===== src/krp_pkg.sv =====
// ---------------------------------------------------------------------------
// krp_pkg: shared types and constants of the keyframe ramp player
// Field widths, request and register codes, reset values and the
// structs that connect the sequencer to the serial divider.
// ---------------------------------------------------------------------------
`default_nettype none

package krp_pkg;

   // payload widths
   localparam int KEY_W       = 9;    // keyframe angle, whole degrees
   localparam int FRAC_W      = 16;   // fraction bits of positions
   localparam int POS_W       = 25;   // saturated position
   localparam int INC_W       = 26;   // signed increment
   localparam int SUM_W       = 27;   // position plus increment before saturation
   localparam int STEP_W      = 12;
   localparam int LAST_W      = 3;
   localparam int SEG_W       = 3;
   localparam int FSEL_W      = 3;
   localparam int CSEL_W      = 3;
   localparam int REQ_W       = 2;
   localparam int NUM_POS_OUT = 5;

   // divider: |diff| has at most KEY_W bits, shifted by FRAC_W
   localparam int DVD_W       = KEY_W + FRAC_W;

   // configuration port
   localparam int CSR_ADDR_W  = 3;
   localparam int CSR_DATA_W  = 32;

   // request codes
   localparam logic [REQ_W-1:0] REQ_TICK   = 2'd0;
   localparam logic [REQ_W-1:0] REQ_TOGGLE = 2'd1;
   localparam logic [REQ_W-1:0] REQ_WRITE  = 2'd2;

   // register indexes (word address bit)
   localparam logic REG_STEP_COUNT = 1'b0;
   localparam logic REG_LAST_FRAME = 1'b1;

   // register reset values
   localparam logic [STEP_W-1:0] STEP_COUNT_RST = 12'd3000;
   localparam logic [LAST_W-1:0] LAST_FRAME_RST = 3'd7;

   // saturation bounds
   localparam logic signed [POS_W-1:0] POS_MAX = {1'b0, {(POS_W-1){1'b1}}};
   localparam logic signed [POS_W-1:0] POS_MIN = {1'b1, {(POS_W-1){1'b0}}};

   typedef struct packed {
      logic              start;
      logic [DVD_W-1:0]  dividend;
      logic [STEP_W-1:0] divisor;
   } div_req_type;

   typedef struct packed {
      logic             done;
      logic [DVD_W-1:0] quotient;
   } div_rsp_type;

endpackage

`default_nettype wire


===== src/krp_ram.sv =====
// ---------------------------------------------------------------------------
// krp_ram: generic single-write, single-read RAM
// One write port, one read port with registered read data.
// ---------------------------------------------------------------------------
`default_nettype none

module krp_ram #(
   parameter int WIDTH = 9,
   parameter int DEPTH = 64
) (
   input  wire logic                     clock,
   input  wire logic                     wr_en,
   input  wire logic [$clog2(DEPTH)-1:0] wr_addr,
   input  wire logic [WIDTH-1:0]         wr_data,
   input  wire logic [$clog2(DEPTH)-1:0] rd_addr,
   output logic      [WIDTH-1:0]         rd_data
);

   logic [WIDTH-1:0] mem_ff [DEPTH];

   always_ff @(posedge clock) begin
      if (wr_en) begin
         mem_ff[wr_addr] <= wr_data;
      end
      rd_data <= mem_ff[rd_addr];
   end

endmodule

`default_nettype wire


===== src/krp_div.sv =====
// ---------------------------------------------------------------------------
// krp_div: serial restoring divider
// Unsigned dividend by 12-bit divisor, one quotient bit per cycle.
// ---------------------------------------------------------------------------
`default_nettype none

module krp_div (
   input  wire logic                 clock,
   input  wire logic                 reset,
   input  wire krp_pkg::div_req_type div_req,
   output krp_pkg::div_rsp_type      div_rsp
);

   localparam int CNT_W = $clog2(krp_pkg::DVD_W);
   localparam int REM_W = krp_pkg::STEP_W + 1;

   logic [krp_pkg::DVD_W-1:0]  dvd_ff, dvd_in;
   logic [krp_pkg::STEP_W-1:0] dvs_ff, dvs_in;
   logic [krp_pkg::STEP_W-1:0] rem_ff, rem_in;
   logic [CNT_W-1:0]           cnt_ff, cnt_in;
   logic                       busy_ff, busy_in;
   logic                       done_ff, done_in;
   logic [REM_W-1:0]           trial;
   logic [REM_W-1:0]           diff;
   logic                       qbit;

   assign trial = {rem_ff, dvd_ff[krp_pkg::DVD_W-1]};
   assign diff  = trial - {1'b0, dvs_ff};
   assign qbit  = (trial >= {1'b0, dvs_ff});

   always_comb begin
      dvd_in  = dvd_ff;
      dvs_in  = dvs_ff;
      rem_in  = rem_ff;
      cnt_in  = cnt_ff;
      busy_in = busy_ff;
      done_in = 1'b0;
      if (div_req.start) begin
         dvd_in  = div_req.dividend;
         dvs_in  = div_req.divisor;
         rem_in  = '0;
         cnt_in  = '0;
         busy_in = 1'b1;
      end else if (busy_ff) begin
         // shift the next dividend bit in, keep the quotient bit
         rem_in = qbit ? diff[krp_pkg::STEP_W-1:0] : trial[krp_pkg::STEP_W-1:0];
         dvd_in = {dvd_ff[krp_pkg::DVD_W-2:0], qbit};
         cnt_in = cnt_ff + 1'b1;
         if (cnt_ff == CNT_W'(krp_pkg::DVD_W - 1)) begin
            busy_in = 1'b0;
            done_in = 1'b1;
         end
      end
   end

   always_ff @(posedge clock) begin
      if (reset) begin
         busy_ff <= 1'b0;
         done_ff <= 1'b0;
         cnt_ff  <= '0;
      end else begin
         busy_ff <= busy_in;
         done_ff <= done_in;
         cnt_ff  <= cnt_in;
      end
      dvd_ff <= dvd_in;
      dvs_ff <= dvs_in;
      rem_ff <= rem_in;
   end

   assign div_rsp.done     = done_ff;
   assign div_rsp.quotient = dvd_ff;

endmodule

`default_nettype wire


===== src/keyframe_ramp_player.sv =====
// ---------------------------------------------------------------------------
// keyframe_ramp_player: multi-channel keyframe ramp player
// Plays linear ramps between keyframe angles held in a small table,
// with per-segment increments from one shared serial divider.
// ---------------------------------------------------------------------------
//
//  channel   direction  handshake          payload
//  req_      in         req_valid/ready    req_type, req_frame_sel,
//                                          req_channel_sel, req_key_value
//  rsp_      out        rsp_valid/ready    rsp_pos_ch0..4, rsp_playing,
//                                          rsp_segment, rsp_done_res
//  csr_      in/out     APB, pready = 1    step_count @0x0, last_frame @0x4
//
//  Steps: write, stop, idle or final tick go straight to the result; a ramp tick adds
//  each channel in turn; start or advance per channel: two reads, divider start, divider wait.
//  Reset is synchronous; per-entry valid bits clear the table, ready right after.
//  A stalled result holds the output register; the next item is still taken
//  and its result waits in the sequencer until the register frees up.
// ---------------------------------------------------------------------------
`default_nettype none

module keyframe_ramp_player #(
   parameter int FRAMES   = 8,
   parameter int CHANNELS = 5
) (
   input  wire logic                                 clock,
   input  wire logic                                 reset,
   // request channel
   input  wire logic                                 req_valid,
   output logic                                      req_ready,
   input  wire logic        [krp_pkg::REQ_W-1:0]     req_type,
   input  wire logic        [krp_pkg::FSEL_W-1:0]    req_frame_sel,
   input  wire logic        [krp_pkg::CSEL_W-1:0]    req_channel_sel,
   input  wire logic signed [krp_pkg::KEY_W-1:0]     req_key_value,
   // result channel
   output logic                                      rsp_valid,
   input  wire logic                                 rsp_ready,
   output logic signed      [krp_pkg::POS_W-1:0]     rsp_pos_ch0,
   output logic signed      [krp_pkg::POS_W-1:0]     rsp_pos_ch1,
   output logic signed      [krp_pkg::POS_W-1:0]     rsp_pos_ch2,
   output logic signed      [krp_pkg::POS_W-1:0]     rsp_pos_ch3,
   output logic signed      [krp_pkg::POS_W-1:0]     rsp_pos_ch4,
   output logic                                      rsp_playing,
   output logic             [krp_pkg::SEG_W-1:0]     rsp_segment,
   output logic                                      rsp_done_res,
   // configuration port
   input  wire logic                                 csr_psel,
   input  wire logic                                 csr_penable,
   input  wire logic                                 csr_pwrite,
   input  wire logic        [krp_pkg::CSR_ADDR_W-1:0] csr_paddr,
   input  wire logic        [krp_pkg::CSR_DATA_W-1:0] csr_pwdata,
   output logic             [krp_pkg::CSR_DATA_W-1:0] csr_prdata,
   output logic                                      csr_pready
);

   // Only frames 0..7 are addressable, so the table holds at most eight.
   localparam int TAB_FRAMES = (FRAMES < 8) ? FRAMES : 8;
   localparam int FRW        = $clog2(TAB_FRAMES);
   localparam int CHW        = (CHANNELS > 1) ? $clog2(CHANNELS) : 1;
   localparam int AW         = FRW + CHW;
   localparam int DEPTH      = 1 << AW;

   localparam int POS_W = krp_pkg::POS_W;
   localparam int INC_W = krp_pkg::INC_W;
   localparam int SUM_W = krp_pkg::SUM_W;
   localparam int KEY_W = krp_pkg::KEY_W;

   typedef enum logic [2:0] {
      ST_IDLE,
      ST_ADD,
      ST_RD_CUR,
      ST_RD_NXT,
      ST_DIV_GO,
      ST_DIV_WAIT,
      ST_FINISH
   } state_type;

   // sequencer and play state
   state_type                        state_ff, state_in;
   logic [CHW-1:0]                   ch_ff, ch_in;
   logic [krp_pkg::SEG_W-1:0]        seg_ff, seg_in;
   logic [krp_pkg::STEP_W-1:0]       tick_ff, tick_in;
   logic                             play_ff, play_in;
   logic                             done_ff, done_in;
   logic                             load_ff, load_in;
   logic signed [POS_W-1:0]          pos_ff [CHANNELS];
   logic signed [POS_W-1:0]          pos_in [CHANNELS];
   logic signed [INC_W-1:0]          inc_ff [CHANNELS];
   logic signed [INC_W-1:0]          inc_in [CHANNELS];
   logic [DEPTH-1:0]                 valid_ff, valid_in;
   logic                             rd_ok_ff, rd_ok_in;
   logic signed [KEY_W-1:0]          cur_ff, cur_in;
   logic                             neg_ff, neg_in;

   // configuration registers
   logic [krp_pkg::STEP_W-1:0]       step_ff, step_in;
   logic [krp_pkg::LAST_W-1:0]       last_ff, last_in;

   // output register
   logic                             rsp_valid_ff, rsp_valid_in;
   logic signed [POS_W-1:0]          rsp_pos_ff [krp_pkg::NUM_POS_OUT];
   logic signed [POS_W-1:0]          rsp_pos_in [krp_pkg::NUM_POS_OUT];
   logic                             rsp_play_ff, rsp_play_in;
   logic [krp_pkg::SEG_W-1:0]        rsp_seg_ff, rsp_seg_in;
   logic                             rsp_done_ff, rsp_done_in;

   // datapath
   logic signed [POS_W-1:0]          pos_view [krp_pkg::NUM_POS_OUT];
   logic [krp_pkg::SEG_W:0]          rd_frame;
   logic [krp_pkg::SEG_W:0]          seg_next;
   logic [AW-1:0]                    rd_addr;
   logic [AW-1:0]                    wr_addr;
   logic                             ram_we;
   logic [KEY_W-1:0]                 ram_rdata;
   logic signed [KEY_W-1:0]          key_rd;
   logic signed [KEY_W:0]            key_diff;
   logic [KEY_W-1:0]                 key_mag;
   logic signed [SUM_W-1:0]          add_sum;
   logic signed [POS_W-1:0]          add_sat;
   logic signed [INC_W-1:0]          quo_ext;
   logic                             ch_last;
   logic                             wr_hit;
   logic                             csr_wr;
   krp_pkg::div_req_type             div_req;
   krp_pkg::div_rsp_type             div_rsp;

   // ------------------------------------------------------------------
   // keyframe table and shared divider
   // ------------------------------------------------------------------
   krp_ram #(
      .WIDTH (KEY_W),
      .DEPTH (DEPTH)
   ) u_table (
      .clock   (clock),
      .wr_en   (ram_we),
      .wr_addr (wr_addr),
      .wr_data (req_key_value),
      .rd_addr (rd_addr),
      .rd_data (ram_rdata)
   );

   krp_div u_div (
      .clock   (clock),
      .reset   (reset),
      .div_req (div_req),
      .div_rsp (div_rsp)
   );

   // ------------------------------------------------------------------
   // table addressing: current frame, then the next one
   // ------------------------------------------------------------------
   assign seg_next = {1'b0, seg_ff} + 1'b1;
   assign rd_frame = (state_ff == ST_RD_NXT) ? seg_next : {1'b0, seg_ff};
   assign rd_addr  = {rd_frame[FRW-1:0], ch_ff};
   // an entry never written, or a frame beyond the table, reads as zero
   assign rd_ok_in = (32'(rd_frame) < FRAMES) && valid_ff[rd_addr];
   assign key_rd   = rd_ok_ff ? signed'(ram_rdata) : '0;

   assign wr_addr  = {req_frame_sel[FRW-1:0], req_channel_sel[CHW-1:0]};
   assign wr_hit   = (32'(req_frame_sel) < FRAMES) && (32'(req_channel_sel) < CHANNELS);

   // difference to the next frame, as sign and magnitude
   assign key_diff = {key_rd[KEY_W-1], key_rd} - {cur_ff[KEY_W-1], cur_ff};
   assign key_mag  = key_diff[KEY_W] ? KEY_W'(-key_diff) : key_diff[KEY_W-1:0];
   assign quo_ext  = signed'({1'b0, div_rsp.quotient});

   // shared saturating adder for ticks
   assign add_sum = {{(SUM_W-POS_W){pos_ff[ch_ff][POS_W-1]}}, pos_ff[ch_ff]}
                    + {{(SUM_W-INC_W){inc_ff[ch_ff][INC_W-1]}}, inc_ff[ch_ff]};
   always_comb begin
      if (add_sum[SUM_W-1:POS_W-1] == '0 || add_sum[SUM_W-1:POS_W-1] == '1) begin
         add_sat = add_sum[POS_W-1:0];
      end else begin
         add_sat = add_sum[SUM_W-1] ? krp_pkg::POS_MIN : krp_pkg::POS_MAX;
      end
   end

   assign ch_last = (ch_ff == CHW'(CHANNELS - 1));
   assign csr_wr  = csr_psel && csr_penable && csr_pwrite;

   // result view: channels beyond CHANNELS read as zero
   for (genvar j = 0; j < krp_pkg::NUM_POS_OUT; j++) begin : g_view
      if (j < CHANNELS) begin : g_live
         assign pos_view[j] = pos_ff[j];
      end else begin : g_zero
         assign pos_view[j] = '0;
      end
   end

   // ------------------------------------------------------------------
   // sequencer
   // ------------------------------------------------------------------
   always_comb begin
      state_in     = state_ff;
      ch_in        = ch_ff;
      seg_in       = seg_ff;
      tick_in      = tick_ff;
      play_in      = play_ff;
      done_in      = done_ff;
      load_in      = load_ff;
      pos_in       = pos_ff;
      inc_in       = inc_ff;
      valid_in     = valid_ff;
      cur_in       = cur_ff;
      neg_in       = neg_ff;
      step_in      = step_ff;
      last_in      = last_ff;
      rsp_valid_in = rsp_valid_ff && !rsp_ready;
      rsp_pos_in   = rsp_pos_ff;
      rsp_play_in  = rsp_play_ff;
      rsp_seg_in   = rsp_seg_ff;
      rsp_done_in  = rsp_done_ff;
      ram_we       = 1'b0;
      div_req.start    = 1'b0;
      div_req.dividend = {key_mag, {krp_pkg::FRAC_W{1'b0}}};
      // a zero step count divides as one
      div_req.divisor  = (step_ff == '0) ? krp_pkg::STEP_W'(1) : step_ff;

      // the user must make register writes only while the block is idle; the block does not enforce it
      if (csr_wr) begin
         case (csr_paddr[2])
            krp_pkg::REG_STEP_COUNT: step_in = csr_pwdata[krp_pkg::STEP_W-1:0];
            krp_pkg::REG_LAST_FRAME: last_in = csr_pwdata[krp_pkg::LAST_W-1:0];
            default: ;
         endcase
      end

      case (state_ff)
         ST_IDLE: begin
            if (req_valid) begin
               done_in  = 1'b0;
               ch_in    = '0;
               state_in = ST_FINISH;
               case (req_type)
                  krp_pkg::REQ_TICK: begin
                     if (play_ff) begin
                        if (tick_ff >= step_ff) begin
                           // advance tick: no increments added
                           if (seg_next >= {1'b0, last_ff}) begin
                              seg_in  = '0;
                              play_in = 1'b0;
                              done_in = 1'b1;
                           end else begin
                              tick_in  = '0;
                              seg_in   = seg_next[krp_pkg::SEG_W-1:0];
                              load_in  = 1'b0;
                              state_in = ST_RD_CUR;
                           end
                        end else begin
                           state_in = ST_ADD;
                        end
                     end
                  end
                  krp_pkg::REQ_TOGGLE: begin
                     if (!play_ff && last_ff != '0) begin
                        // start: load frame 0 and ramp segment 0
                        seg_in   = '0;
                        tick_in  = '0;
                        play_in  = 1'b1;
                        load_in  = 1'b1;
                        state_in = ST_RD_CUR;
                     end else begin
                        play_in = 1'b0;
                     end
                  end
                  krp_pkg::REQ_WRITE: begin
                     if (wr_hit) begin
                        ram_we            = 1'b1;
                        valid_in[wr_addr] = 1'b1;
                     end
                  end
                  default: ;
               endcase
            end
         end

         ST_ADD: begin
            pos_in[ch_ff] = add_sat;
            if (ch_last) begin
               tick_in  = tick_ff + 1'b1;
               state_in = ST_FINISH;
            end else begin
               ch_in = ch_ff + 1'b1;
            end
         end

         ST_RD_CUR: begin
            state_in = ST_RD_NXT;
         end

         ST_RD_NXT: begin
            // current frame's key is on the read port now
            cur_in = key_rd;
            if (load_ff) begin
               pos_in[ch_ff] = {key_rd, {krp_pkg::FRAC_W{1'b0}}};
            end
            state_in = ST_DIV_GO;
         end

         ST_DIV_GO: begin
            neg_in        = key_diff[KEY_W];
            div_req.start = 1'b1;
            state_in      = ST_DIV_WAIT;
         end

         ST_DIV_WAIT: begin
            if (div_rsp.done) begin
               inc_in[ch_ff] = neg_ff ? -quo_ext : quo_ext;
               if (ch_last) begin
                  state_in = ST_FINISH;
               end else begin
                  ch_in    = ch_ff + 1'b1;
                  state_in = ST_RD_CUR;
               end
            end
         end

         ST_FINISH: begin
            // hold the result until the output register is free
            if (!rsp_valid_ff || rsp_ready) begin
               rsp_valid_in = 1'b1;
               rsp_pos_in   = pos_view;
               rsp_play_in  = play_ff;
               rsp_seg_in   = seg_ff;
               rsp_done_in  = done_ff;
               state_in     = ST_IDLE;
            end
         end

         default: state_in = ST_IDLE;
      endcase
   end

   always_ff @(posedge clock) begin
      if (reset) begin
         state_ff     <= ST_IDLE;
         ch_ff        <= '0;
         seg_ff       <= '0;
         tick_ff      <= '0;
         play_ff      <= 1'b0;
         done_ff      <= 1'b0;
         load_ff      <= 1'b0;
         valid_ff     <= '0;
         rd_ok_ff     <= 1'b0;
         step_ff      <= krp_pkg::STEP_COUNT_RST;
         last_ff      <= krp_pkg::LAST_FRAME_RST;
         rsp_valid_ff <= 1'b0;
         for (int c = 0; c < CHANNELS; c++) begin
            pos_ff[c] <= '0;
            inc_ff[c] <= '0;
         end
      end else begin
         state_ff     <= state_in;
         ch_ff        <= ch_in;
         seg_ff       <= seg_in;
         tick_ff      <= tick_in;
         play_ff      <= play_in;
         done_ff      <= done_in;
         load_ff      <= load_in;
         valid_ff     <= valid_in;
         rd_ok_ff     <= rd_ok_in;
         step_ff      <= step_in;
         last_ff      <= last_in;
         rsp_valid_ff <= rsp_valid_in;
         pos_ff       <= pos_in;
         inc_ff       <= inc_in;
      end
      cur_ff      <= cur_in;
      neg_ff      <= neg_in;
      rsp_pos_ff  <= rsp_pos_in;
      rsp_play_ff <= rsp_play_in;
      rsp_seg_ff  <= rsp_seg_in;
      rsp_done_ff <= rsp_done_in;
   end

   // ------------------------------------------------------------------
   // ports
   // ------------------------------------------------------------------
   assign req_ready    = (state_ff == ST_IDLE);
   assign rsp_valid    = rsp_valid_ff;
   assign rsp_pos_ch0  = rsp_pos_ff[0];
   assign rsp_pos_ch1  = rsp_pos_ff[1];
   assign rsp_pos_ch2  = rsp_pos_ff[2];
   assign rsp_pos_ch3  = rsp_pos_ff[3];
   assign rsp_pos_ch4  = rsp_pos_ff[4];
   assign rsp_playing  = rsp_play_ff;
   assign rsp_segment  = rsp_seg_ff;
   assign rsp_done_res = rsp_done_ff;

   assign csr_pready = 1'b1;
   always_comb begin
      case (csr_paddr[2])
         krp_pkg::REG_STEP_COUNT:
            csr_prdata = krp_pkg::CSR_DATA_W'(step_ff);
         krp_pkg::REG_LAST_FRAME:
            csr_prdata = krp_pkg::CSR_DATA_W'(last_ff);
         default: csr_prdata = '0;
      endcase
   end

endmodule

`default_nettype wire


===== config.mk =====
export PLATFORM = sky130hd
export DESIGN_NAME = keyframe_ramp_player
export DESIGN_NICKNAME = d
export VERILOG_FILES = /design/src/krp_pkg.sv /design/src/krp_ram.sv /design/src/krp_div.sv /design/src/keyframe_ramp_player.sv
export SDC_FILE = /design/constraint.sdc
export NUM_CORES = 2
export LEC_CHECK = 0
export BUFFER_PORTS_ARGS = -buffer_cell sky130_fd_sc_hd__buf_2
export CORE_UTILIZATION = 55
export CTS_CLUSTER_DIAMETER = 80
export DETAILED_ROUTE_END_ITERATION = 12
export GPL_ROUTABILITY_DRIVEN = 0
export GPL_TIMING_DRIVEN = 0
export PLACE_DENSITY = 0.8
export SLEW_MARGIN = 25
export SYNTH_ARGS = -nofsm -noshare
export SYNTH_HDL_FRONTEND = slang
export SYNTH_SLANG_ARGS = --single-unit

===== constraint.sdc =====
create_clock -name clock -period 16.8 [get_ports clock]
set_input_delay 2.52 -clock clock [delete_from_list [all_inputs] [get_ports clock]]
set_output_delay 2.52 -clock clock [all_outputs]
set_load 0.05 [all_outputs]

# [Yosys cells after proc, flatten, opt, wreduce, memory -nomap -nowiden]
# Memories as Yosys holds them, arrays and structs flattened. A register that Yosys moved wholly into a read port is not among the register bits.
# Index checks and enable logic that the tools add are counted.
# W data, S select, Z words.
[word_totals] reg_bits=556 ram_bits=576 inputBits=59 wordCells=209 mem_count=1
[mem_list] memory="u_table.mem_ff" words=64 word_bits=9 rd=1 rd_clocked_by_memory_dff=1 wr=1 line_no="krp_ram.sv:19" source="logic [WIDTH-1:0] mem_ff [DEPTH];"
[classes] n_addsub=9 order_cmp=10 eq_ne=25 muxes=84 n_bitwise=4 reduce_logical=37
[op_table] cell="$bwmux W125" count=2
[op_table] cell="$pmux W125 S2" count=1
[op_table] cell="$mux W25" count=7
[op_table] cell="$bwmux W130" count=1
[op_table] cell="$mux W125" count=1
[op_table] cell="$mux W26" count=4
[op_table] cell="$mux W12" count=7
[op_table] cell="$bmux W26 S3" count=1
[op_table] cell="$demux W26 S3" count=1
[op_table] cell="$bmux W25 S3" count=1
[op_table] cell="$demux W25 S3" count=1
[op_table] cell="$or A64 B64 Y64" count=1
[op_table] cell="$pmux W32 S2" count=1
[op_table] cell="$mux W3" count=16
[op_table] cell="$pmux W12 S2" count=2
[op_table] cell="$add A25 B26 Y27" count=1
[op_table] cell="$mux W1" count=27
[op_table] cell="$neg A25 Y26" count=1
[op_table] cell="$pmux W3 S7" count=1
[op_table] cell="$mux W9" count=2
[op_table] cell="$ne A2 B2 Y1 const B" count=8
[op_table] cell="$eq A3 B3 Y1 const B" count=5
[op_table] cell="$lt A6 B7 Y1 const B" count=2
[op_table] cell="$ge A13 B12 Y1" count=1
[op_table] cell="46 further kinds" count=74

# [Depth between registers and ports, before layout]
[depth] depth_word=10 depth_mapped=21 ltp_nobuf=16

# [Hierarchy]
# From an unflattened synthesis, not the netlist that was laid out.
[unflattened] cells_unflattened=3543 area_unflattened_um2=47601.9
[by_module_without_submodules] mod="krp_ram" instances=1 cells_each=1071 area_per_inst_um2=22649.2 seq_area_each_um2=17476.8
[by_module_without_submodules] mod="keyframe_ramp_player" instances=1 cells_each=2234 area_per_inst_um2=22167.5 seq_area_each_um2=11410.9
[by_module_without_submodules] mod="krp_div" instances=1 cells_each=238 area_per_inst_um2=2785.2 seq_area_each_um2=1491.4

# [Worst setup path after synthesis]
# Ideal clock, no wire load.
[synth_path] kind="input -> register" startpoint="in rsp_ready" endpoint="reg rsp_done_ff (netlist: rsp_done_res), enable pin" setup_ns=0.938 arrival_ns=14.807 setup_slack_ns=1.055 path_stages=2 cell_sequence="nor2b_1 nor4_1"
[synth_between] elab_chain_len=2
[synth_rtl] element="from (decl)" line_no="keyframe_ramp_player.sv:37" source="input wire logic rsp_ready,"
[synth_rtl] element="$logic_or A1 B1 Y1" line_no="keyframe_ramp_player.sv:320" source="if (!rsp_valid_ff || rsp_ready) begin"
[synth_rtl] element="$reduce_and A2 Y1 (no line)"
[synth_rtl] element="to (signal assigned)" line_no="keyframe_ramp_player.sv:373" source="rsp_done_ff <= rsp_done_in;"
[synth_rtl] element="to (decl)" line_no="keyframe_ramp_player.sv:105" source="logic rsp_done_ff, rsp_done_in;"
# No other way between the ends.
# A chain may end at the register's enable or synchronous reset.

# [Worst setup path after layout]
[layout_path] startpoint="reg ch_ff[1]" endpoint="reg pos_ff[50] (netlist name)"
[layout_between] elab_chain_len=10
[layout_rtl] element="from (decl)" line_no="keyframe_ramp_player.sv:80" source="logic [CHW-1:0] ch_ff, ch_in;"
[layout_rtl] element="from (signal assigned)" line_no="keyframe_ramp_player.sv:354" source="ch_ff <= ch_in;"
[layout_rtl] element="$not A3 Y4 (not written as such) (*)"
[layout_rtl] element="$bmux W25 S3 / $bmux W26 S3 (equally long branches)" line_no="keyframe_ramp_player.sv:168, keyframe_ramp_player.sv:169"
[layout_rtl] element="$mux W25 (not written as such) / $mux W26 (equally long branches) (2 in a row)" line_no="keyframe_ramp_player.sv:168, keyframe_ramp_player.sv:169"
[layout_rtl] element="$add A25 B26 Y27" line_no="keyframe_ramp_player.sv:169" source="+ {{(SUM_W-INC_W){inc_ff[ch_ff][INC_W-1]}}, inc_ff[ch_ff]};"
[layout_rtl] element="$eq A3 B3 Y1 / $logic_not A3 Y1 (equally long branches)" line_no="keyframe_ramp_player.sv:171" source="if (add_sum[SUM_W-1:POS_W-1] == '0 || add_sum[SUM_W-1:POS_W-1] == '1) begin"
[layout_rtl] element="$logic_or A1 B1 Y1" line_no="keyframe_ramp_player.sv:171"
[layout_rtl] element="$mux W25" line_no="keyframe_ramp_player.sv:171"
[layout_rtl] element="$bwmux W125" line_no="keyframe_ramp_player.sv:278" source="pos_in[ch_ff] = add_sat;"
[layout_rtl] element="$pmux W125 S2 (*)" line_no="keyframe_ramp_player.sv:228" source="case (state_ff)"
[layout_rtl] element="to (signal assigned)" line_no="keyframe_ramp_player.sv:365" source="pos_ff <= pos_in;"
[layout_rtl] element="to (decl)" line_no="keyframe_ramp_player.sv:86" source="logic signed [POS_W-1:0] pos_ff [CHANNELS];"
# Every way passes the cells marked *; elsewhere a longest branch is shown, timed or not. The select of a mux whose other input is x is not followed.

==> qor.yml <==
grt_overflow: 0
htreeDepth: 3
p_leak_nw: 19.2
synth_edf_count: 737
synthTopCellsByCount: "737 x edfxtp_1, 404 x dfxtp_1, 301 x nand2_1"
grt_max_degree: 65
synth-main-ff-cell: "edfxtp_1"
ys_ff_latch: 1141
avgSynthCellArea_um2: 13.0
fin_cells: 5436
placed_area_um2: 50500
grt_pass1_wl_um: 186000
clk_pin_slew_ns: 0.06
hp-start: "pos_ff[53]$_SDFFE_PP0P_"
r2r_start: "ch_ff[1]$_SDFFE_PP0P_"
ctsHoldBuffers: 0
top_usage_layer: "met2"
grt_pass1_vias: 31700
synth_area_leader_cell: "edfxtp_1"
dp.cells: 5220
cp-end-kind: "flop"
num_vias: 32700
numCtsBuffers: 111
routed_wl_um: 125000
critPathArrivalTime_ns: 7.33
powerDensity_nw_per_um2: 140
max_slew.worst_pin.slew_ns: 1.08
die-height_um: 295
finalMaxSlewViolations: 0
rows: 107
cap_violations: 0
initialDrtViolationCount: 3929
r2r_cells: 20
vias_per_cell: 6.02
antenna_found_initial: 12
ys_warn_count: 0
r2r-end: "pos_ff[50]$_SDFFE_PP0P_"
fp.coreArea_um2: 85000
async_reset_ff_frac: 0
path_class: "reg -> reg"
wl_per_cell_um: 22.9
io_buffers: 178
setup_viol: 0
clock_skew_ns: 0.0267
report.final.hold_viol_count: 0
clk_latency_ns: 0.70
fp.dieW_um: 295
whs_path_depth: 0
yosys.cell_count.top_type: "edfxtp_1"
rsz0062_at_grt: "no"
power.total_mw: 7.64
rrSetupSlack_ns: 10.07
cts-resized-gates: 0
drtPass1Iterations: 6
crit_path_start_kind: "flop"
cts.sinks: 1141
postCtsSetupBuffers: 0
peakVddDrop_mv: 0.113
synth_area_um2: 47100
dieArea_um2: 86900
grt_use_total: 0.286
path_max_fanout: 10
netlist_instances: 3640
syn2layout_area_growth_pct: 15.5
grtUsageMet3: 0.0646
synth_cell_types: 83
globalRouteMet1Util: 0.354
layout-drive-gt1-share: 0.153
dpl.hpwl_um: 85900
min_to: "rsp_pos_ch2[3]$_DFFE_PP_"
fin_area_um2: 54400
pin_count: 224
status: "finished clean"
relSlewSlack: 0.277
timing.setup.tns_ns: 0
fmax_mhz: 149
min_period_over_period: 0.401
clk_path_buf_depth: 3
met2_usage: 0.468
required_ns: 17.40
start_util: 0.555
cts_tree: "built"
synth_top_area_frac: 0.469
post-route-util: 0.640
hp-class: "reg -> reg"
seq_area_frac_synth: 0.641
fin_crit_ns: 6.73
synth_area_leaders: "edfxtp_1 47%, dfxtp_1 17%, mux4_2 6.2%"
ctsRootBufferMaster: "clkbuf_16"
drtAntennaViolNets: 0
final_nets: 4322
drc_errors: 0
==> flip-flops by register name, summed over array words and instances, names as in the netlist, 5 cells and up <==
register / count
cur_ff: 9
inc_ff: 130
pos_ff: 125
rsp_pos_ch0: 25
rsp_pos_ch1: 25
rsp_pos_ch2: 25
rsp_pos_ch3: 25
rsp_pos_ch4: 25
step_ff: 12
tick_ff: 12
u_div.cnt_ff: 5
u_div.dvd_ff: 25
u_div.dvs_ff: 12
u_div.rem_ff: 12
u_table.mem_ff: 576
u_table.rd_data: 9
valid_ff: 64
==> logic make-up after synthesis <==
| kind of cell | Yosys count | synth area share |
|---|---|---|
| adders and majority gates | 73 | 0.0199 |
| xor gates and xnor gates | 73 | 0.0136 |
| DFF | 1141 | 0.641 |
| AOI/OAI and AO/OA | 959 | 0.136 |
| and+or+nand+nor | 804 | 0.0747 |
| muxes | 210 | 0.0803 |
| buffers and inverters | 378 | 0.0343 |
| other | 2 | 0.000159 |
==> worst max-delay path: stages, from the launching register on <==
cell	delay, ns
dfxtp_1	0.37
clkbuf_1	0.79
buf_1	0.65
clkbuf_1	0.76
mux4_2	0.37
inv_1	0.04
o21ai_0	0.36
ha_1	0.29
inv_1	0.07
fa_1	0.41
nor2b_1	0.22
o31a_1	0.25
o31ai_4	0.09
o21ai_1	0.27
a221oi_2	0.16
o31a_1	0.33
buf_6	0.17
nor2_4	0.31
clkbuf_1	0.34
o21ai_0	0.13
a21oi_1	0.19
==> routing by layer <==
metal | wire [um] | share of wire
met4 | 7030 | 0.056
met2 | 59400 | 0.48
met3 | 12300 | 0.099
met1 | 45800 | 0.37
met5 | 95 | 0.00076
==> final cells by class <==
type                       count  area, um^2
clock inverter                59         674
tap                         1144        1430
antenna                        3        7.51
buffer                       256        1160
timing repair buffer         202        1050
fill                        6137       30600
inverter                     122         458
sequential                  1141       30200
multi-input combinational   2356       16200
clock buffer                 153        3200
==> power by group <==
part	total (mW)	leakage (nW)	internal (mW)	switching, mW
Sequential	3.24	10.1	3.15	0.0834
Clock	2.60	1.91	1.53	1.06
Combinational	1.81	7.23	0.589	1.22
==> cells in the final DEF (no fill, tap or decap), types with 35 or more instances in the layout <==
| master | n |
|---|---|
| a22oi_1 | 182 |
| o21a_1 | 52 |
| mux2i_1 | 36 |
| mux2_2 | 44 |
| a211oi_1 | 129 |
| a21oi_1 | 195 |
| buf_2 | 202 |
| dfxtp_1 | 404 |
| nand2_1 | 301 |
| edfxtp_1 | 737 |
| clkbuf_16 | 115 |
| ha_1 | 70 |
| nor2_1 | 279 |
| o21ai_1 | 42 |
| conb_1 | 237 |
| clkbuf_1 | 191 |
| o21ai_0 | 185 |
| nor3_1 | 35 |
| mux4_2 | 130 |
| nand3_1 | 36 |
| inv_1 | 122 |
| buf_4 | 39 |
| xor2_1 | 43 |
==> worst max-delay path by stage <==
stage                                      from                   endpoint  slack (ns)
after floorplan                       rsp_ready     rsp_done_res$_DFFE_PP_        1.05
final                     ch_ff[1]$_SDFFE_PP0P_    pos_ff[50]$_SDFFE_PP0P_       10.07
after global placement                rsp_ready  rsp_pos_ch2[12]$_DFFE_PP_       -4.22
after global routing      ch_ff[1]$_SDFFE_PP0P_    pos_ff[50]$_SDFFE_PP0P_        9.86
after CTS                 ch_ff[1]$_SDFFE_PP0P_   pos_ff[115]$_SDFFE_PP0P_       10.25
after detailed placement  ch_ff[1]$_SDFFE_PP0P_   pos_ff[115]$_SDFFE_PP0P_       10.34
==> per-stage QoR <==
step | hold slack (ns) | worst slack (ns)
floorplan | 0.406 | 1.05
global placement | 0.429 | -4.22
global route | 0.473 | 9.86
CTS | 0.457 | 10.25
detailed placement | 0.419 | 10.34
finish | 0.457 | 10.07
No activity file was read; power rests on OpenSTA's default activity.
